`src/hw/rtl/wc3_pkg.sv`:
```
// Shared types and constants of the 3x3 window convolution block.
package wc3_pkg;

    localparam int PIX_W     = 8;
    localparam int COORD_W   = 10;
    localparam int SIZE_W    = 11;
    localparam int KERN_W    = 24;
    localparam int CFG_W     = 24;
    localparam int CFG_IDX_W = 3;
    localparam int COEF_W    = 8;
    localparam int TAPS      = 3;

    localparam int MAX_WIDTH_DEF  = 1024;
    localparam int MAX_HEIGHT_DEF = 1024;
    localparam int MIN_SIZE       = 3;
    localparam int WIDTH_RST      = 640;
    localparam int HEIGHT_RST     = 480;
    localparam logic [KERN_W-1:0] KERN_RST = 24'h010101;

    // Configuration register indexes.
    localparam logic [CFG_IDX_W-1:0] REG_FRAME_WIDTH  = 3'd0;
    localparam logic [CFG_IDX_W-1:0] REG_FRAME_HEIGHT = 3'd1;
    localparam logic [CFG_IDX_W-1:0] REG_KERN_LEFT    = 3'd2;
    localparam logic [CFG_IDX_W-1:0] REG_KERN_MIDDLE  = 3'd3;
    localparam logic [CFG_IDX_W-1:0] REG_KERN_RIGHT   = 3'd4;

    // Arithmetic widths: coefficient times zero-extended pixel, then two adder levels.
    localparam int PROD_W = COEF_W + PIX_W + 1;
    localparam int COL_W  = PROD_W + 2;
    localparam int SUM_W  = COL_W + 2;
    localparam int MAG_W  = SUM_W - 1;

    // Division by nine as a multiply by a rounded-up reciprocal; exact for magnitudes
    // below 2**(RECIP_SHIFT - 1).
    localparam int DIVISOR     = 9;
    localparam int RECIP_SHIFT = 22;
    localparam int RECIP_MULT  = (2 ** RECIP_SHIFT + DIVISOR - 1) / DIVISOR;
    localparam int RECIP_W     = $clog2(RECIP_MULT + 1);
    localparam int SCALED_W    = MAG_W + RECIP_W;

    typedef logic [TAPS-1:0][TAPS-1:0][PIX_W-1:0] t_window;
    typedef logic [TAPS-1:0][KERN_W-1:0]          t_kernel;

    typedef struct packed {
        logic               vld;
        logic               interior;
        logic               border;
        logic [PIX_W-1:0]   pix;
        logic [COORD_W-1:0] x;
        logic [COORD_W-1:0] y;
    } t_meta;

endpackage

```
`src/hw/rtl/wc3_mac.sv`:
```
// Nine coefficient products, adder tree and truncating division by nine.
module wc3_mac (
    input  logic                      i_clk,
    input  logic                      i_rst_n,
    input  logic                      i_adv,
    input  wc3_pkg::t_window          i_win,
    input  wc3_pkg::t_meta            i_meta,
    input  wc3_pkg::t_kernel          i_kern,
    output wc3_pkg::t_meta            o_meta,
    output logic [wc3_pkg::PIX_W-1:0] o_value
);

    localparam int STAGES = 5;

    logic signed [wc3_pkg::PROD_W-1:0] prod [wc3_pkg::TAPS][wc3_pkg::TAPS];
    logic signed [wc3_pkg::PROD_W-1:0] r_prod [wc3_pkg::TAPS][wc3_pkg::TAPS];
    logic signed [wc3_pkg::COL_W-1:0]  r_col_sum [wc3_pkg::TAPS];
    logic signed [wc3_pkg::SUM_W-1:0]  r_sum;
    logic                              r_neg6;
    logic [wc3_pkg::MAG_W-1:0]         r_mag;
    logic                              r_neg7;
    logic [wc3_pkg::SCALED_W-1:0]      r_scaled;
    logic [wc3_pkg::PIX_W-1:0]         quot;

    wc3_pkg::t_meta r_meta [STAGES];

    // Column i of the window meets coefficient register i; row j uses byte j.
    always_comb begin
        for (int i = 0; i < wc3_pkg::TAPS; i++) begin
            for (int j = 0; j < wc3_pkg::TAPS; j++) begin
                prod[i][j] = $signed(i_kern[i][wc3_pkg::COEF_W*j +: wc3_pkg::COEF_W]) *
                             $signed({1'b0, i_win[i][j]});
            end
        end
    end

    always_ff @(posedge i_clk) begin
        if (i_adv) begin
            r_prod <= prod;
            for (int i = 0; i < wc3_pkg::TAPS; i++) begin
                r_col_sum[i] <= wc3_pkg::COL_W'(r_prod[i][0]) +
                                wc3_pkg::COL_W'(r_prod[i][1]) +
                                wc3_pkg::COL_W'(r_prod[i][2]);
            end
            r_sum    <= wc3_pkg::SUM_W'(r_col_sum[0]) + wc3_pkg::SUM_W'(r_col_sum[1]) +
                        wc3_pkg::SUM_W'(r_col_sum[2]);
            r_neg6   <= r_sum[wc3_pkg::SUM_W-1];
            r_mag    <= wc3_pkg::MAG_W'($unsigned(r_sum[wc3_pkg::SUM_W-1] ? -r_sum : r_sum));
            r_neg7   <= r_neg6;
            r_scaled <= wc3_pkg::SCALED_W'(r_mag) *
                        wc3_pkg::SCALED_W'(wc3_pkg::RECIP_MULT);
        end
    end

    always_ff @(posedge i_clk) begin
        if (!i_rst_n) begin
            for (int k = 0; k < STAGES; k++) begin
                r_meta[k].vld <= 1'b0;
            end
        end else if (i_adv) begin
            r_meta[0] <= i_meta;
            for (int k = 1; k < STAGES; k++) begin
                r_meta[k] <= r_meta[k-1];
            end
        end
    end

    // Truncation toward zero: divide the magnitude, then restore the sign.
    assign quot    = r_scaled[wc3_pkg::RECIP_SHIFT +: wc3_pkg::PIX_W];
    assign o_value = r_neg7 ? (wc3_pkg::PIX_W'(0) - quot) : quot;
    assign o_meta  = r_meta[STAGES-1];

endmodule

```
`config.mk`:
```
export PLATFORM = sky130hd
export DESIGN_NAME = wc3_mac
export DESIGN_NICKNAME = d
export VERILOG_FILES = /design/src/hw/rtl/wc3_pkg.sv /design/src/hw/rtl/wc3_mac.sv
export SDC_FILE = /design/constraint.sdc
export NUM_CORES = 2
export LEC_CHECK = 0
export ABC_AREA = 1
export BUFFER_PORTS_ARGS = -buffer_cell sky130_fd_sc_hd__buf_2
export CAP_MARGIN = 15
export CORE_ASPECT_RATIO = 0.8
export CORE_MARGIN = 3
export CORE_UTILIZATION = 50
export CTS_CLUSTER_DIAMETER = 100
export DETAILED_ROUTE_END_ITERATION = 16
export HOLD_SLACK_MARGIN = 0.02
export PLACE_DENSITY_LB_ADDON = 0.15
export RECOVER_POWER = 100
export SLEW_MARGIN = 25
export SYNTH_ARGS = -nofsm -noshare
export SYNTH_HDL_FRONTEND = slang
export SYNTH_SLANG_ARGS = --single-unit
```
`constraint.sdc`:
```
create_clock -name i_clk -period 9.8 [get_ports i_clk]
set_input_delay 1.96 -clock i_clk [delete_from_list [all_inputs] [get_ports i_clk]]
set_output_delay 1.96 -clock i_clk [all_outputs]
set_load 0.01 [all_outputs]
```
# After elaboration in Yosys (flattened, before gate mapping)
# Memories as Yosys holds them, arrays and structs flattened.
# Cells that the tools add are included.
[classes]
add_sub_neg = 10
mul = 10
mux = 12
n_bitwise = 5
[ops]
columns = ["operator", "count"]
rows = [
  ["multiplier 8 x 9 -> 17 bit", 9],
  ["adder 18 x 17 -> 19 bit", 3],
  ["adder 17 x 17 -> 18 bit", 3],
  ["multiplier 20 x 18 -> 29 bit (second input constant)", 1],
  ["adder 20 x 19 -> 21 bit", 1],
  ["adder 19 x 19 -> 20 bit", 1],
  ["2-to-1 mux 20 bit", 1],
  ["negation 20 bit", 1],
  ["2-to-1 mux 1 bit", 10],
  ["2-to-1 mux 8 bit", 1],
  ["subtractor 1 x 8 -> 8 bit (first input constant)", 1],
  ["OR 1 bit", 5],
]
[totals]
ff_bits = 225
n_memories = 2
ram_bits = 212
inputBits = 178
[memory_table]
columns = ["name", "depth", "word_bits", "read_ports", "rd_ports_with_merged_regs", "wr", "line", "rtl"]
rows = [
  ["r_meta", 5, 31, 5, 0, 5, "wc3_mac.sv:25", "wc3_pkg::t_meta r_meta [STAGES];"],
  ["r_col_sum", 3, 19, 3, 0, 3, "wc3_mac.sv:17", "logic signed [wc3_pkg::COL_W-1:0] r_col_sum [wc3_pkg::TAPS];"],
]

# Longest topological paths before layout
[logic_depth]
word_depth = 4
ltp_mapped = 24
depth_no_buf = 24

# Least setup slack after synthesis
# OpenSTA, ideal clock, no wires.
[synth_path]
path_kind = "input port to flip-flop"
startpoint = "input i_rst_n"
endpoint = "memory r_meta[0][0] (netlist bit) (enable)"
t_required_ns = 9.298
path_buffers = 2
setup_slack_ns = 3.970
stages = 4
t_arrival_ns = 5.329
path_cell_list = "nand2_1 clkbuf_1 clkbuf_1 inv_1"
[synth_lines]
columns = ["item", "line", "rtl"]
rows = [
  ["from (decl)", "wc3_mac.sv:4", "input logic i_rst_n,"],
  ["to (decl)", "wc3_mac.sv:25", ""],
]

==> results.json <==
{
  "dr.first_iter.drc_count": 1847,
  "setup_violations": 0,
  "layout_commonest_cell": "inv_1",
  "ios": 217,
  "drive_above_1_share": 0.0545,
  "hp-class": "reg2reg",
  "grt_max_degree": 92,
  "path_max_fanout": 91,
  "clock_latency_ps": 600,
  "finalCriticalPeriod_ps": 6570,
  "path_clk_slew_ps": 60,
  "arrival_ps": 6720,
  "core_um2": 88200,
  "grt_setup_unrepaired": "false",
  "finalHoldViolCount": 0,
  "grt_antenna_before_repair": 2,
  "num_rows": 97,
  "vias_per_cell": 4.89,
  "grt_pass1_vias": 31200,
  "clock_sinks": 416,
  "grt_overflow": 0,
  "die_h_um": 274,
  "violations": "capacitance limit, slew limit",
  "dp.cells": 6319,
  "start_util": 0.508,
  "cts_tree": "built",
  "synth_warnings": 0,
  "clock-root-buffer": "clkbuf_16",
  "numCtsBuffers": 45,
  "status": "finished, violations left",
  "finalSetupTns_ps": 0,
  "io_buffer_count": 216,
  "max_slew_margin": -1.62,
  "die_area_um2": 93400,
  "synth_nets": 6294,
  "worst_setup_path_end_kind": "flop",
  "syn_avg_cell_area_um2": 8.86,
  "worst_pin_slew_ps": 3930,
  "skew_ps": 26.3,
  "max_freq_ghz": 0.152,
  "wirelength_mm": 92.7,
  "post_cts_buffers": 0,
  "dr.pass1.iters": 5,
  "start_kind": "input port",
  "via_count": 31300,
  "yosysUniqueCellTypes": 33,
  "postCtsResizedCells": 0,
  "detail_route.wl_per_cell_um": 14.5,
  "maxCapViolCount": 5,
  "antenna_left": 0,
  "place.gp.congestion": 0.884,
  "syn_area_um2": 44900,
  "syn2layout_area_growth_pct": 7.77,
  "ys_ff_latch": 416,
  "critPathKind": "in2reg",
  "grt_pass1_wl_mm": 157,
  "clock_path_buffers": 3,
  "maxSlewViolCount": 394,
  "finalCritPeriodShare": 0.670,
  "nets": 6408,
  "cp.required_ps": 9960,
  "drc_errors": 0,
  "cts.hold.buffers_added": 0,
  "synthCells": 5064,
  "hpwl_mm": 76.7,
  "finalNonFillerCells": 6402,
  "track_usage": 0.205,
  "die_x_um": 341,
  "final_cell_mix": "inv_1 (1282), nand2_1 (983), ha_1 (562)",
  "htreeDepth": 2,
  "synth-seq-area-share": 0.278
}
-- per-layer routing --
layer	wire length [um]	vias up	track usage
met5	0	-	0
met2	41100	620	0.324
met3	4120	99	0.0201
met1	46100	14900	0.312
met4	1410	0	0.0366
li1	-	15700	-
-- critical path: stages --
cell and delay [ps]:
buf_8 390, nand2_1 1450, inv_6 1120, clkbuf_2 1660
-- cells in the mapped netlist (all sizes together) --
master | n | area (um2)
a211oi | 1 | 7.51
a21boi | 3 | 22.5
a21o | 7 | 52.6
a21oi | 190 | 951
a31oi | 13 | 81.3
buf | 1 | 7.51
clkbuf | 153 | 574
clkinv | 3 | 11.3
edfxtp | 416 | 12500
fa | 490 | 9810
ha | 562 | 7030
inv | 1283 | 4820
nand2 | 987 | 3720
nand3 | 114 | 576
nand3b | 10 | 75.1
nand4 | 48 | 300
nor2 | 382 | 1440
nor3 | 20 | 100
nor3b | 2 | 15.0
nor4 | 1 | 6.26
o211ai | 8 | 60.1
o21a | 2 | 15.0
o21ai | 109 | 568
o21bai | 20 | 150
o31ai | 2 | 15.0
or2 | 47 | 294
xnor2 | 65 | 569
xor2 | 125 | 1090
-- stage by stage --
step                cell area [um2]  worst slack, ps  hold WS (ps)  utilization
floorplan                     44900             3970           400            -
global placement              46900             3760           406        0.532
detailed placement            46900             3730           409        0.532
CTS                           48500             4360           424        0.549
global route                  48300             2590           441        0.548
finish                        48300             3230           425        0.548
-- path summary, 6_finish.rpt --
kind                       from                       to  slack (ps)  cells past startpoint
max                       i_adv  r_meta[4][24]$_DFFE_PP_        3230                      4
min            r_neg6$_DFFE_PP_         r_neg7$_DFFE_PP_         420                      0
min reg2reg    r_neg6$_DFFE_PP_         r_neg7$_DFFE_PP_         420                      0
max reg2reg  r_mag[4]$_DFFE_PP_   r_scaled[26]$_DFFE_PP_        4730                     19
-- flip-flops by register name, summed over array words and instances, names as in the netlist --
name	count
r_col_sum	57
r_mag	20
r_meta	155
r_neg6	1
r_neg7	1
r_prod	153
r_scaled	8
r_sum	21
-- cell type report --
| type | instances | area (um2) |
|---|---|---|
| Clock buffer | 50 | 1140 |
| Timing Repair Buffer | 221 | 1050 |
| Sequential cell | 416 | 12500 |
| Tap cell | 1188 | 1490 |
| Multi-Input combinational cell | 3208 | 26900 |
| Inverter | 1286 | 4830 |
| Fill cell | 8271 | 39900 |
| Clock inverter | 30 | 410 |
| Antenna cell | 3 | 7.51 |
-- logic make-up (layout without fill, tap and decap cells) --
group                      count (synthesis)  count (layout)  share of synthesized area
other                                      0               3                          0
adders and majority gates               1052            1052                      0.375
and+or+nand+nor                         1611            1611                      0.146
buffers and inverters                   1440            1587                      0.121
DFF                                      416             416                      0.278
AOI/OAI and AO/OA                        355             355                     0.0429
xor gates and xnor gates                 190             190                     0.0371
Power is left out: the tool's default activity adds up to more than one toggle a clock period on the data nets, which glitch-free logic cannot reach.
