<file path="config.mk">
export PLATFORM = sky130hd
export DESIGN_NAME = wc3_out
export DESIGN_NICKNAME = d
export VERILOG_FILES = /design/src/hw/rtl/wc3_pkg.sv /design/src/hw/rtl/wc3_out.sv
export SDC_FILE = /design/constraint.sdc
export NUM_CORES = 1
export LEC_CHECK = 0
export ABC_AREA = 1
export BUFFER_PORTS_ARGS = -buffer_cell sky130_fd_sc_hd__buf_2
export CORE_MARGIN = 2
export CORE_UTILIZATION = 35
export CTS_CLUSTER_SIZE = 14
export DETAILED_ROUTE_END_ITERATION = 12
export GPL_TIMING_DRIVEN = 1
export PLACE_DENSITY = 0.61
export REMOVE_ABC_BUFFERS = 1
export SKIP_LAST_GASP = 1
export SLEW_MARGIN = 5
export SYNTH_ARGS = -nofsm -noshare
export SYNTH_HDL_FRONTEND = slang
export SYNTH_SLANG_ARGS = --single-unit
</file>
<file path="constraint.sdc">
create_clock -name i_clk -period 3.3 [get_ports i_clk]
set_input_delay 0 -clock i_clk [delete_from_list [all_inputs] [get_ports i_clk]]
set_output_delay 0 -clock i_clk [all_outputs]
set_load 0.03 [all_outputs]
</file>
<file path="src/hw/rtl/wc3_pkg.sv">
// Shared types and constants of the 3x3 window convolution block.
package wc3_pkg;

    localparam int PIX_W     = 8;
    localparam int COORD_W   = 10;
    localparam int SIZE_W    = 11;
    localparam int KERN_W    = 24;
    localparam int CFG_W     = 24;
    localparam int CFG_IDX_W = 3;
    localparam int COEF_W    = 8;
    localparam int TAPS      = 3;

    localparam int MAX_WIDTH_DEF  = 1024;
    localparam int MAX_HEIGHT_DEF = 1024;
    localparam int MIN_SIZE       = 3;
    localparam int WIDTH_RST      = 640;
    localparam int HEIGHT_RST     = 480;
    localparam logic [KERN_W-1:0] KERN_RST = 24'h010101;

    // Configuration register indexes.
    localparam logic [CFG_IDX_W-1:0] REG_FRAME_WIDTH  = 3'd0;
    localparam logic [CFG_IDX_W-1:0] REG_FRAME_HEIGHT = 3'd1;
    localparam logic [CFG_IDX_W-1:0] REG_KERN_LEFT    = 3'd2;
    localparam logic [CFG_IDX_W-1:0] REG_KERN_MIDDLE  = 3'd3;
    localparam logic [CFG_IDX_W-1:0] REG_KERN_RIGHT   = 3'd4;

    // Arithmetic widths: coefficient times zero-extended pixel, then two adder levels.
    localparam int PROD_W = COEF_W + PIX_W + 1;
    localparam int COL_W  = PROD_W + 2;
    localparam int SUM_W  = COL_W + 2;
    localparam int MAG_W  = SUM_W - 1;

    // Division by nine as a multiply by a rounded-up reciprocal; exact for magnitudes
    // below 2**(RECIP_SHIFT - 1).
    localparam int DIVISOR     = 9;
    localparam int RECIP_SHIFT = 22;
    localparam int RECIP_MULT  = (2 ** RECIP_SHIFT + DIVISOR - 1) / DIVISOR;
    localparam int RECIP_W     = $clog2(RECIP_MULT + 1);
    localparam int SCALED_W    = MAG_W + RECIP_W;

    typedef logic [TAPS-1:0][TAPS-1:0][PIX_W-1:0] t_window;
    typedef logic [TAPS-1:0][KERN_W-1:0]          t_kernel;

    typedef struct packed {
        logic               vld;
        logic               interior;
        logic               border;
        logic [PIX_W-1:0]   pix;
        logic [COORD_W-1:0] x;
        logic [COORD_W-1:0] y;
    } t_meta;

endpackage

</file>
<file path="src/hw/rtl/wc3_out.sv">
// Result register holding the interior and border results of one pixel.
module wc3_out (
    input  logic                        i_clk,
    input  logic                        i_rst_n,
    input  wc3_pkg::t_meta              i_meta,
    input  logic [wc3_pkg::PIX_W-1:0]   i_value,
    input  logic                        i_out_ready,
    output logic                        o_adv,
    output logic                        o_out_valid,
    output logic [wc3_pkg::COORD_W-1:0] o_out_x,
    output logic [wc3_pkg::COORD_W-1:0] o_out_y,
    output logic [wc3_pkg::PIX_W-1:0]   o_out_value,
    output logic                        o_last
);

    logic                        r_int_vld;
    logic                        r_bor_vld;
    logic [wc3_pkg::COORD_W-1:0] r_int_x, r_int_y, r_bor_x, r_bor_y;
    logic [wc3_pkg::PIX_W-1:0]   r_int_val, r_bor_val;
    logic                        take;

    assign o_out_valid = r_int_vld || r_bor_vld;
    assign take        = o_out_valid && i_out_ready;
    // The pipeline moves when the register is empty or its only result leaves now.
    assign o_adv       = !o_out_valid || (take && (r_int_vld ^ r_bor_vld));

    always_ff @(posedge i_clk) begin
        if (!i_rst_n) begin
            r_int_vld <= 1'b0;
            r_bor_vld <= 1'b0;
        end else if (o_adv) begin
            r_int_vld <= i_meta.vld && i_meta.interior;
            r_bor_vld <= i_meta.vld && i_meta.border;
        end else if (take) begin
            if (r_int_vld) begin
                r_int_vld <= 1'b0;
            end else begin
                r_bor_vld <= 1'b0;
            end
        end
    end

    always_ff @(posedge i_clk) begin
        if (o_adv) begin
            r_int_x   <= i_meta.x - wc3_pkg::COORD_W'(1);
            r_int_y   <= i_meta.y - wc3_pkg::COORD_W'(1);
            r_int_val <= i_value;
            r_bor_x   <= i_meta.x;
            r_bor_y   <= i_meta.y;
            r_bor_val <= i_meta.pix;
        end
    end

    always_comb begin
        if (r_int_vld) begin
            o_out_x     = r_int_x;
            o_out_y     = r_int_y;
            o_out_value = r_int_val;
            o_last      = !r_bor_vld;
        end else begin
            o_out_x     = r_bor_x;
            o_out_y     = r_bor_y;
            o_out_value = r_bor_val;
            o_last      = 1'b1;
        end
    end

endmodule

</file>
[After elaboration in Yosys (flattened, before gate mapping)]
Index checks and enable logic that the tools add are counted.
W data, S select, Z words.
Operators by class
  add/sub/neg operators: 2
  multiply operators: 0
  divide/modulo/power cells: 0
  magnitude comparators: 0
  equal/unequal tests: 1
  shifts and indexed selects: 0
  muxes and demuxes: 9
  bitwise gates (word level): 1
  reductions and logical operators: 10
Operators with widths (count)
  $mux W10: 2
  $sub A10 B1 Y10 const B: 2
  $mux W8: 1
  $mux W1: 6
  $logic_and A1 B1 Y1: 4
  $logic_not A1 Y1: 2
  $logic_or A1 B1 Y1: 2
  $ne A2 B2 Y1 const B: 1
  $reduce_and A2 Y1: 1
  $reduce_bool A2 Y1: 1
  $xor A1 B1 Y1: 1
Storage, ports and cells
  register bits: 58
  bits in latches: 0
  RAM bits: 0
  memory bits (read-only): 0
  input port bits: 42
  output and inout bits: 31
  word-level logic and storage cells: 31
  memories: 0

[Logic depth before layout (Yosys ltp)]
Gate-level depths: netlist (run 1).
  word-level depth: 6
  depth in mapped cells: 8
  depth with buffers taken out: 7

[Worst setup path after synthesis (run 1)]
OpenSTA, ideal clock, no wires.
  path type: reg2reg
  start point: register r_int_vld
  end point: register r_bor_val[0] (netlist bit) (enable)
  library setup time: 0.704 ns
  arrival time: 2.196 ns
  required time: 2.596 ns
  setup slack: 0.400 ns
  cell stages (with the launch flop): 6
  path buffers: 1
  period minus slack after synthesis: 2.900 ns
  path through: dfxtp_1 -> inv_2 -> buf_2 -> ha_1 -> inv_1 -> nand2_1
Between the ends
  word-level cells in the longest chain between the ends: 4
  elaborated cells between the ends (all ways): 6
  classes of those cells: 1 x bitwise; 5 x reduce/logical
RTL lines
  start, declared: line wc3_out.sv:16  | logic r_int_vld;
  start signal, assigned: line wc3_out.sv:32  | r_int_vld <= i_meta.vld && i_meta.interior;
  $logic_or A1 B1 Y1 *: line wc3_out.sv:22  | assign o_out_valid = r_int_vld || r_bor_vld;
  via o_out_valid: line wc3_out.sv:9  | output logic o_out_valid,
  $logic_and A1 B1 Y1: line wc3_out.sv:23  | assign take = o_out_valid && i_out_ready;
  $logic_and A1 B1 Y1: line wc3_out.sv:25  | assign o_adv = !o_out_valid || (take && (r_int_vld ^ r_bor_vld));
  $logic_or A1 B1 Y1 *: line wc3_out.sv:25
  via o_adv: line wc3_out.sv:8  | output logic o_adv,
  end signal, assigned: line wc3_out.sv:50  | r_bor_val <= i_meta.pix;
  end, declared: line wc3_out.sv:19  | logic [wc3_pkg::PIX_W-1:0] r_int_val, r_bor_val;
Mark *: on every way through the listed nets, which the timed path passes. The rest lies on a longest branch.
A chain may end at the register's enable or synchronous reset.

[Worst setup path after layout (run 1)]
  start point: register r_int_vld
  end point: register r_int_vld
Between the ends
  word-level cells in the longest chain between the ends: 5
  elaborated cells between the ends (all ways): 8
  classes of those cells: 1 x mux; 1 x bitwise; 6 x reduce/logical
RTL lines (line)
  $logic_or A1 B1 Y1: wc3_out.sv:22
  $logic_and A1 B1 Y1: wc3_out.sv:23
  $logic_and A1 B1 Y1: wc3_out.sv:25
  $logic_or A1 B1 Y1: wc3_out.sv:25
  $mux W1 or $reduce_bool A2 Y1 (tied branches)
Parallel ways exist; a longest one is shown, timed or not.

==> out/metrics.cfg, run 1 <==
[power]
power_leakage_nw=1.66
p_seq_share_pct=46.0
internal_power_mw=1.49
totalPowerFinal_mw=1.96
pwr-share-comb_pct=15.4
ir_worst_vdd_v=0.000215
power.switching_mw=0.472
p_per_area_mw_per_mm2=539
clockPowerShare_pct=38.6
sw_frac_of_total_pct=24.1

[routing]
drc=0
detail_route.wl_per_cell_microns=11.1
viasPerCell=4.23
dr.pass1.iters=4
wl_mm=5.18
first_iter_violations=109
vias=1973
postRouteAntennaNets=0

[timing]
tightest_slew_ns=0.537
slew_viol_final=0
grt_setup_unrepaired=no
hold_violations=0
timing.slew.headroom_pct=64.1
setup_slack_ns=0.972
fin_worst_skew_ns=0.00940
fin_crit_sh_pct=70.5
fmax_mhz=430
min_period_ns=2.33
finalSetupViolations=0

[grt]
grtUsageTotal_pct=13.3
grt_pass1_wl_mm=7.75
grt_antenna_before_repair=0
grt_pass1_vias=1716
grt_max_degree=36
grt_overflow=0

[worst_hold_path]
hold_path_class=input port to flip-flop

[die]
die-area_sq_mm=0.00801
pin_count=73
die_w_microns=89.5
core_sq_mm=0.00718
rows=31
start_util_pct=35.7
die_h_microns=89.5

[worst_setup_path]
critical_path_arrival_ns=2.60
worstPathRequired_ns=3.57
crit_path_start_kind=flip-flop
slowest_delay_ns=0.55
worstPathMaxFanout=29
crit_path_end_kind=flip-flop
crit_path_cell_trace=inv_2 > ha_1 > inv_1 > nand2_2 > buf_4 > nand3_1 > a21oi_1 > dlygate4sd3_1
crit_type=flip-flop to flip-flop
cp_slowest_cell=dlygate4sd3_1

[synth]
synthCells=244
yosys.area.top_type=edfxtp_1
syn-cell-area_sq_mm=0.00256
yosysSeqAreaShare_pct=67.3
yosys-top-cells-area=edfxtp_1, nand2_1, nor2_1
yosysWarnings=0
yosys.area.top_type_share_pct=65.7
synth.avg_cell_area_sq_um=10.5
yosysUniqueCellTypes=18
synth-seq-cells=58

[placement]
dpl-instance-area_sq_mm=0.00303
io_buffers=72
gp_congestion=0.775
preCtsSetupSlack_ns=1.37
hpwl_mm=3.39

[cells_and_area]
n_antenna_cell=0
layout-drive-gt1-share_pct=26.2
stdcell_area_sq_mm=0.00364
nets=408
area_growth_pct=42.1

[clock_tree]
cts_resized=0
insertion_delay_ns=0.33
cts_num_sinks=58
cts_buffers=9
cts_tree=done
root_buffer=clkbuf_8
cts_buffer_depth=2
holdBufCountCts=38
htreeDepth=3
post_cts_buffers=0
path_clk_slew_ns=0.06

[status]
status=finished clean

[flow_run]
cap_violations=0

==> synth_stat cells <==
master      n
dfxtp_1     2
a21oi_1     2
nand3b_1    1
buf_2       2
edfxtp_1   56
nor2_1     21
buf_6       1
nand2_2     1
nand3_1     6
buf_4       3
ha_1        4
xnor2_1     4
inv_1      16
nand2_1   111
nor2_2      4
xor2_1      7
o21ai_0     2
inv_2       1
==> path summary, 6_finish.rpt <==
kind	cells past startpoint	slack (ns)	end	start
worst min register to register	4	0.63	r_bor_vld	r_bor_vld
worst max-delay path	8	0.97	r_int_vld	r_int_vld
worst min-delay path	5	0.04	r_bor_vld	i_meta[28]
worst max register to register	8	0.97	r_int_vld	r_int_vld
==> power by group through the flow <==
stage               combinational [mW]  sequential, mW  clock [mW]
floorplan                        0.166           0.921           0
global placement                 0.266           0.916           0
detailed placement               0.270           0.918           0
CTS                              0.305           0.903       0.776
global route                     0.332           0.908       0.806
finish                           0.301           0.902       0.756
==> stage by stage <==
stage | hold WS (ns) | cells | utilization (%) | setup TNS [ns]
5_1_grt | 0.0531 | 466 | 50.7 | 0
3_5_place_dp | 0.179 | 412 | 42.2 | 0
4_1_cts | 0.0318 | 466 | 50.7 | 0
3_3_place_gp | 0.178 | 412 | 42.2 | 0
2_1_floorplan | 0.0989 | 238 | - | -12.82
6_report | 0.0435 | 466 | 50.7 | 0
==> area by class of cell <==
| class | instances | area (sq um) |
|---|---|---|
| flip-flops and latches | 58 | 1720 |
| inverters | 17 | 63.8 |
| repair buffers | 113 | 763 |
| clock buffers | 9 | 124 |
| multi-input cells | 163 | 733 |
| clock inverters | 7 | 108 |
| fillers | 669 | 3540 |
| well taps | 99 | 124 |
==> critical path: cells and delay by family, from the launching register on <==
family / cells / cell delay [ns]
and+or+nand+nor: 2 / 0.21
buffers and inverters: 4 / 1.33
DFF: 1 / 0.32
AOI/OAI and AO/OA: 1 / 0.14
adders and majority gates: 1 / 0.27
==> cell families after synthesis <==
kind of cell / synth area share [%]
fa+ha+maj: 1.96
xor+xnor: 3.76
buf+inv: 4.20
flops: 67.3
compound gates: 0.782
simple gates: 22.0
==> per-layer routing <==
layer,share of wire (%),GRT usage [%],vias to the layer above
met3,5.4,4.34,8
met4,1.6,6.51,0
met5,0,0,-
li1,-,-,1023
met2,49,22.0,50
met1,44,15.6,892
==> registers in the layout, summed over array words and instances, names as in the netlist <==
register / cells
r_bor_vld: 1
r_bor_y: 10
r_int_y: 10
r_int_vld: 1
r_int_val: 8
r_bor_val: 8
r_bor_x: 10
r_int_x: 10
==> layout by cell type (no fill, tap or decap), drive strengths merged <==
cell type,n
a21oi,2
inv,17
nand3,6
dlygate4sd3,38
nand2,112
clkinv,4
nand3b,1
dfxtp,2
clkbuf,9
ha,4
edfxtp,56
xor2,7
nor2,25
buf,75
bufinv,3
o21ai,2
xnor2,4
No activity file was read; power rests on OpenSTA's default activity.
==> inputs of run 2 (changes only) <==
==> constraint.sdc (replaced) <==
create_clock -name i_clk -period 2.4 [get_ports i_clk]
set_input_delay 0 -clock i_clk [delete_from_list [all_inputs] [get_ports i_clk]]
set_output_delay 0 -clock i_clk [all_outputs]
set_load 0.03 [all_outputs]
==> run 2 against run 1 <==
  * Total power grew 32%
  * Via count grew 0.20%
  * Combinational power grew 40%
  * Highest routed layer unchanged
  * Clock skew shrank 0.0033 ns
  * Sequential power grew 37%
  * Largest power group unchanged
==> out/metrics.cfg, run 2 (same netlist as run 1, synthesis figures left out) <==
[flow_run]
cap_violations=0  ; unchanged

[power]
power_leakage_nw=1.66  ; about the same
p_seq_share_pct=48.0  ; +2.0 points
totalPowerFinal_mw=2.58  ; +32%
power.switching_mw=0.645  ; +37%
clockPowerShare_pct=35.7  ; -2.9 points
sw_frac_of_total_pct=25.0  ; +0.88 points
internal_power_mw=1.94  ; +30%
pwr-share-comb_pct=16.3  ; +0.9 points
p_per_area_mw_per_mm2=708  ; +31%
ir_worst_vdd_v=0.000237  ; +10%

[worst_setup_path]
critical_path.top_delay_family=buffers and inverters
worstPathRequired_ns=2.66  ; -0.91 ns
crit_path_end_kind=flip-flop
crit_path_start_kind=flip-flop
slowest_delay_ns=0.57  ; +0.02 ns
path_buf_inv=3  ; -1
crit_path_cell_trace=inv_1 > ha_1 > nand2_1 > nand2_2 > buf_12 > nand3_1 > dlygate4sd3_1 > a21oi_1
rrSetupSlack_ns=0.42  ; -0.56 ns
cp_slowest_cell=dlygate4sd3_1
critical_path_arrival_ns=2.24  ; -0.36 ns
crit_type=flip-flop to flip-flop
worstPathMaxFanout=58  ; +100%

[cells_and_area]
area_growth_pct=42.4
layout_commonest_cell=nand2_1
nets=410  ; +0.49%
layout-drive-gt1-share_pct=26.0  ; -0.14 points
final_cells=468  ; +0.43%
n_antenna_cell=0  ; unchanged
num-fill-cells=653  ; -2.4%
final_cell_mix=nand2_1, buf_2, edfxtp_1
final_core_util_pct=50.8  ; +0.12 points

[routing]
route.met3.wl_microns=199  ; -29%
detail_route.wl_per_cell_microns=11.3  ; +1.7%
first_iter_violations=62  ; -43%
met2_length_mm=2.66  ; +5.3%
postRouteAntennaNets=0  ; unchanged
dr.pass1.iters=4  ; unchanged
wl_mm=5.30  ; +2.2%
drc=0  ; unchanged
viasPerCell=4.22  ; -0.23%
vias=1977  ; +0.20%
topRoutingLayerUsed=met4
wl_met1_mm=2.34  ; +2.0%

[placement]
io_buffers=72  ; unchanged
hpwl_mm=3.24  ; -4.4%
gp_congestion=0.762  ; -1.7%
dp_cells=412  ; unchanged

[timing]
fin_crit_sh_pct=82.7  ; +12 points
fmax_mhz=504  ; +17%
timing.slew.headroom_pct=75.3  ; +11 points
tightest_slew_ns=0.371  ; -0.166 ns
tns_ns=0  ; unchanged
hold_ws_ns=0.0538  ; +0.0104 ns
slew_viol_final=0  ; unchanged
min_period_ns=1.98  ; -0.344 ns
grt_setup_unrepaired=no
fin_worst_skew_ns=0.00615  ; -0.00326 ns
hold_violations=0  ; unchanged
finalSetupViolations=0  ; unchanged

[grt]
grt_max_degree=59  ; +64%
grt_antenna_before_repair=0  ; unchanged
grtUsageTotal_pct=14.3  ; +0.98 points
grt_pass1_vias=1879  ; +9.5%
grt_pass1_wl_mm=8.38  ; +8.1%
grt_overflow=0  ; unchanged

[clock_tree]
cts_num_sinks=58  ; unchanged
path_clk_slew_ns=0.06  ; about the same
root_buffer=clkbuf_8
cts_tree=done
htreeDepth=3  ; unchanged
insertion_delay_ns=0.33  ; about the same
cts_buffers=9  ; unchanged
cts_buffer_depth=2  ; unchanged

[status]
status=finished clean

[die]
die_h_microns=89.5  ; unchanged
pin_count=73  ; unchanged
rows=31  ; unchanged
core_sq_mm=0.00718  ; unchanged
die_w_microns=89.5  ; unchanged
die-area_sq_mm=0.00801  ; unchanged
start_util_pct=35.7  ; unchanged

[worst_hold_path]
hold_path_class=input port to flip-flop

## run 2: cell count changes in the layout (fill, tap and decap cells not counted), sizes merged
cell,previous run,this run
clkbuf,9,14
clkinv,4,1
bufinv,3,1
dlygate4sd3,38,40
## run 2: cell type report
| class | instances | area [sq um] | share of cell area [%] |
|---|---|---|---|
| inverter | 17 | 63.8 | 1.75 |
| timing repair buffer | 115 | 796 | 21.8 |
| multi-input combinational | 163 | 733 | 20.1 |
| tap | 99 | 124 | 3.40 |
| clock inverter | 2 | 35.0 | 0.961 |
| sequential | 58 | 1720 | 47.2 |
| clock buffer | 14 | 173 | 4.74 |
## run 2: path summary, 6_finish.rpt
check	from	cells after the start	endpoint
hold / removal	i_meta[28]	5	r_bor_vld
setup / recovery	r_bor_vld	8	r_int_vld
hold reg to reg	r_bor_vld	4	r_bor_vld
setup reg to reg	r_bor_vld	8	r_int_vld
## run 2: routing by layer
metal,track usage [%],vias up
met1,16.3,895
li1,-,1027
met3,3.05,8
met4,8.55,0
met5,0,-
met2,24.6,47
## run 2: power by group through the flow
stage                     clock network [mW]  logic, mW  registers, mW
final                                  0.920      0.421           1.24
after global routing                   0.981      0.465           1.25
after CTS                              0.949      0.425           1.24
after detailed placement                   0      0.375           1.26
after global placement                     0      0.370           1.26
after floorplan                            0      0.229           1.27
## run 2: metrics by stage
step	setup WS (ns)	cell area (sq um)
floorplan	-1.13	2520
global placement	0.968	3040
detailed placement	0.918	3040
CTS	0.376	3650
global route	0.256	3650
finish	0.416	3650
## run 2: tightest hold or removal path, cell delays in order
cell and delay [ns]:
buf_2 0.09, nand2_1 0.06, a21oi_1 0.05, nor2_1 0.10, nor2_1 0.04
## run 2: timing repair
| item | in CTS | in global routing |
|---|---|---|
| gates resized for setup | 0 | 0 |
| hold buffers | 40 | 0 |
| endpoints found under the hold margin | 46 | 0 |
| buffers inserted | 0 | 0 |
==> inputs of run 3 (changes only) <==
--- a/config.mk
+++ b/config.mk
@@ -5,14 +5,14 @@
 export SDC_FILE = /design/constraint.sdc
 export NUM_CORES = 1
 export LEC_CHECK = 0
-export ABC_AREA = 1
+export ABC_AREA = 0
 export BUFFER_PORTS_ARGS = -buffer_cell sky130_fd_sc_hd__buf_2
 export CORE_MARGIN = 2
 export CORE_UTILIZATION = 35
 export CTS_CLUSTER_SIZE = 14
 export DETAILED_ROUTE_END_ITERATION = 12
 export GPL_TIMING_DRIVEN = 1
-export PLACE_DENSITY = 0.61
+export PLACE_DENSITY = 0.64
 export REMOVE_ABC_BUFFERS = 1
 export SKIP_LAST_GASP = 1
 export SLEW_MARGIN = 5
==> constraint.sdc (replaced) <==
create_clock -name i_clk -period 1.8 [get_ports i_clk]
set_input_delay 0 -clock i_clk [delete_from_list [all_inputs] [get_ports i_clk]]
set_output_delay 0 -clock i_clk [all_outputs]
set_load 0.03 [all_outputs]
==> run 3 against run 2 <==
  * Cell count is 20% lower
  * Worst setup slack worse by 0.30 ns
  * Global-route usage is 0.86 points lower
  * Register-to-register slack worse by 0.04 ns
  * Clock skew hardly changed
  * Count of clock-buffer cells in the layout is 3 lower
  * First-iteration DRC count is 4.8% lower
  * Design area is 2.3% lower
  * Area after synthesis is 2.6% lower
  * Non-clock buffer count stayed put
  * Sequential share of layout area is 1.1 points higher
  * Critical path depth is 3 lower
==> out/metrics.cfg, run 3 <==
[timing]
fmax_mhz=595
tightest_slew_ns=0.422  ; +0.0514 ns
setup_slack_ns=0.120  ; -0.296 ns
slew_viol_final=0  ; unchanged
fin_worst_skew_ns=0.00645  ; +0.000302 ns
fin_crit_sh_pct=93.3
min_period_ns=1.68
timing.slew.headroom_pct=71.8  ; -3.4 points
grt_setup_unrepaired=no
hold_violations=0  ; unchanged
finalSetupViolations=0  ; unchanged

[worst_setup_path]
slowest_delay_ns=0.34  ; -0.23 ns
cp_slowest_cell=dfxtp_1
crit_type=flip-flop to output pin
crit_path_end_kind=output pin
critical_path_arrival_ns=1.68  ; -0.56 ns
rrSetupSlack_ns=0.38  ; -0.04 ns
critical_path.top_delay_family=buffers and inverters
crit_path_cell_trace=inv_1 > ha_1 > a21o_2 > buf_12 > buf_2
r2r_start=r_bor_vld
worstPathRequired_ns=1.80  ; -0.86 ns
worstPathMaxFanout=31  ; -47%
r2r_cells=4  ; -4
crit_path_start_kind=flip-flop
rr_endpoint=r_bor_y[1]
path_buf_inv=3  ; unchanged

[clock_tree]
cts_buffers=9  ; unchanged
htreeDepth=3  ; unchanged
cts_tree=done
cts_resized=0  ; unchanged
cts_buffer_depth=2  ; unchanged
cts_num_sinks=58  ; unchanged
path_clk_slew_ns=0.06  ; about the same
root_buffer=clkbuf_8
insertion_delay_ns=0.33  ; about the same

[cells_and_area]
final_cell_mix=buf_2, edfxtp_1, dlygate4sd3_1
num-fill-cells=612  ; -6.3%
multi_input_area_sq_um=716  ; -2.4%
n_antenna_cell=0  ; unchanged
final_core_util_pct=52.2  ; +1.4 points
area_growth_pct=43.0
nets=318  ; -22%
seq_area_sq_mm=0.00172  ; unchanged
layout_commonest_cell=buf_2
layout-drive-gt1-share_pct=43.7  ; +18 points

[routing]
dr.pass1.iters=4  ; unchanged
drc=0  ; unchanged
postRouteAntennaNets=0  ; unchanged
wl_mm=4.98  ; -6.1%
first_iter_violations=59  ; -4.8%
viasPerCell=4.38  ; +3.6%
detail_route.wl_per_cell_microns=13.3  ; +18%
vias=1633  ; -17%

[placement]
preCtsSetupSlack_ns=0.384  ; -0.534 ns
io_buffers=72  ; unchanged
hpwl_mm=3.09  ; -4.6%
gp_congestion=0.680  ; -11%

[grt]
grtUsageTotal_pct=13.4  ; -0.86 points
grt_overflow=0  ; unchanged
grt_max_degree=32  ; -46%
grt_pass1_vias=1604  ; -15%
grt_pass1_wl_mm=7.62  ; -9.1%
grt_antenna_before_repair=0  ; unchanged

[status]
status=finished clean

[synth]
synth.most_common_cell=edfxtp_1
yosys.area.top_type=edfxtp_1
yosys-top-cells-area=edfxtp_1, mux2_2, xor2_1
synthCells=149  ; -39%
yosysUniqueCellTypes=22  ; +4
yosysSeqAreaShare_pct=69.1  ; +1.8 points
synth_edf_count=56  ; unchanged
synth.area.mux_share_pct=12.7  ; +13 points
synthArstFlopShare_pct=0  ; unchanged
syn-cell-area_sq_mm=0.00249  ; -2.6%
yosysWarnings=0  ; unchanged
synth-main-ff-cell=edfxtp_1
yosys.area.top_type_share_pct=67.5  ; +1.8 points
synth_top_family_by_area=multiplexers
synth_fa_ha_area_share_pct=2.01  ; +0.053 points
synth-seq-cells=58  ; unchanged
synthXorXnorAreaFrac_pct=4.22  ; +0.45 points
synth-compound-area-share_pct=2.46  ; +1.7 points
synthSimpleGateAreaFrac_pct=7.33  ; -15 points
yosys-top-cells-count=edfxtp_1, mux2_2, inv_1, xor2_1, nor2_1
synth.avg_cell_area_sq_um=16.7  ; +59%

[power]
power.switching_mw=0.828  ; +28%
p_per_area_mw_per_mm2=890  ; +26%
p_seq_share_pct=52.1  ; +4.1 points
power_leakage_nw=1.47  ; -12%
internal_power_mw=2.34  ; +21%
sw_frac_of_total_pct=26.1  ; +1.1 points
pwr-share-comb_pct=17.8  ; +1.5 points
ir_worst_vdd_v=0.000556  ; +130%
clockPowerShare_pct=30.1  ; -5.6 points

[worst_hold_path]
hold_end=r_bor_vld
holdPathStages=3  ; -2
hold_start=i_out_ready
hold_path_class=input port to flip-flop

[die]
core_sq_mm=0.00683  ; -4.8%
die_h_microns=88.4  ; -1.3%
die-area_sq_mm=0.00781  ; -2.5%
rows=30  ; -3.2%
die_w_microns=88.4  ; -1.3%
pin_count=73  ; unchanged
start_util_pct=36.5  ; +0.81 points

[flow_run]
cap_violations=0  ; unchanged

-- run 3: cell count changes after synthesis, sizes merged, moves of 3 or more --
cell	delta
buf	-3
inv	-5
mux2	+28
nand2	-108
nand3	-6
nor2	-18
nor4	+4
o31ai	+4
xnor2	-4
xor2	+5
-- run 3: logic make-up (layout without fill, tap and decap cells) --
kind of cell | after synthesis | count (layout)
flip-flops | 58 | 58
multiplexers | 28 | 28
AO/OA/AOI/OAI | 8 | 8
XOR/XNOR | 12 | 12
AND/OR/NAND/NOR | 24 | 24
buffers and inverters | 15 | 143
adder cells (fa/ha/maj) | 4 | 4
-- run 3: how the worst max path moves through the flow --
stage                  to  depth (start not counted)       from
2_1_floorplan   r_int_vld                          5  r_int_vld
3_3_place_gp   r_int_y[8]                          6  i_meta[0]
3_5_place_dp   r_bor_y[1]                          4  r_bor_vld
4_1_cts             o_adv                          5  r_bor_vld
5_1_grt             o_adv                          5  r_bor_vld
6_report            o_adv                          5  r_bor_vld
-- run 3: repair_timing --
action | 4_1_cts | 5_1_grt
endpoints found under the hold margin | 46 | 0
hold buffers | 40 | 0
buffers inserted | 0 | 0
-- run 3: layout make-up --
| type | count | area share [%] |
|---|---|---|
| Clock buffer | 11 | 3.69 |
| Clock inverter | 5 | 0.597 |
| Inverter | 12 | 1.26 |
| Multi-Input combinational cell | 76 | 20.1 |
| Sequential cell | 58 | 48.3 |
| Tap cell | 96 | 3.37 |
| Timing Repair Buffer | 115 | 22.7 |
-- run 3: layer usage --
| metal | up-vias | part of all wire (%) | global-route usage, % |
|---|---|---|---|
| li1 | 807 | - | - |
| met2 | 36 | 55 | 23.0 |
| met3 | 12 | 3.5 | 4.57 |
| met5 | - | 0 | 0 |
| met1 | 778 | 39 | 14.7 |
| met4 | 0 | 2.7 | 7.16 |
-- run 3: power by group through the flow --
stage | registers (mW) | clock network [mW] | logic, mW
4_1_cts | 1.65 | 1.00 | 0.571
3_5_place_dp | 1.68 | 0 | 0.502
2_1_floorplan | 1.68 | 0 | 0.306
5_1_grt | 1.66 | 1.06 | 0.606
6_report | 1.65 | 0.955 | 0.563
3_3_place_gp | 1.68 | 0 | 0.498
-- run 3: metrics by stage --
| step | power [mW] | setup TNS [ns] | hold WS, ns | instance area [sq um] | std cells |
|---|---|---|---|---|---|
| 4_1_cts | 3.23 | 0 | 0.0308 | 3560 | 373 |
| 3_5_place_dp | 2.18 | 0 | 0.178 | 3010 | 317 |
| 2_1_floorplan | 1.99 | -80.60 | 0.0989 | 2480 | 146 |
| 6_report | 3.17 | 0 | 0.0449 | 3560 | 373 |
| 5_1_grt | 3.33 | 0 | 0.0480 | 3560 | 373 |
| 3_3_place_gp | 2.17 | 0 | 0.177 | 3010 | 317 |
-- run 3: tightest hold or removal path, cell delays in order --
cell and delay, ns:
buf_2 0.10, a211oi_1 0.06, o21a_1 0.17
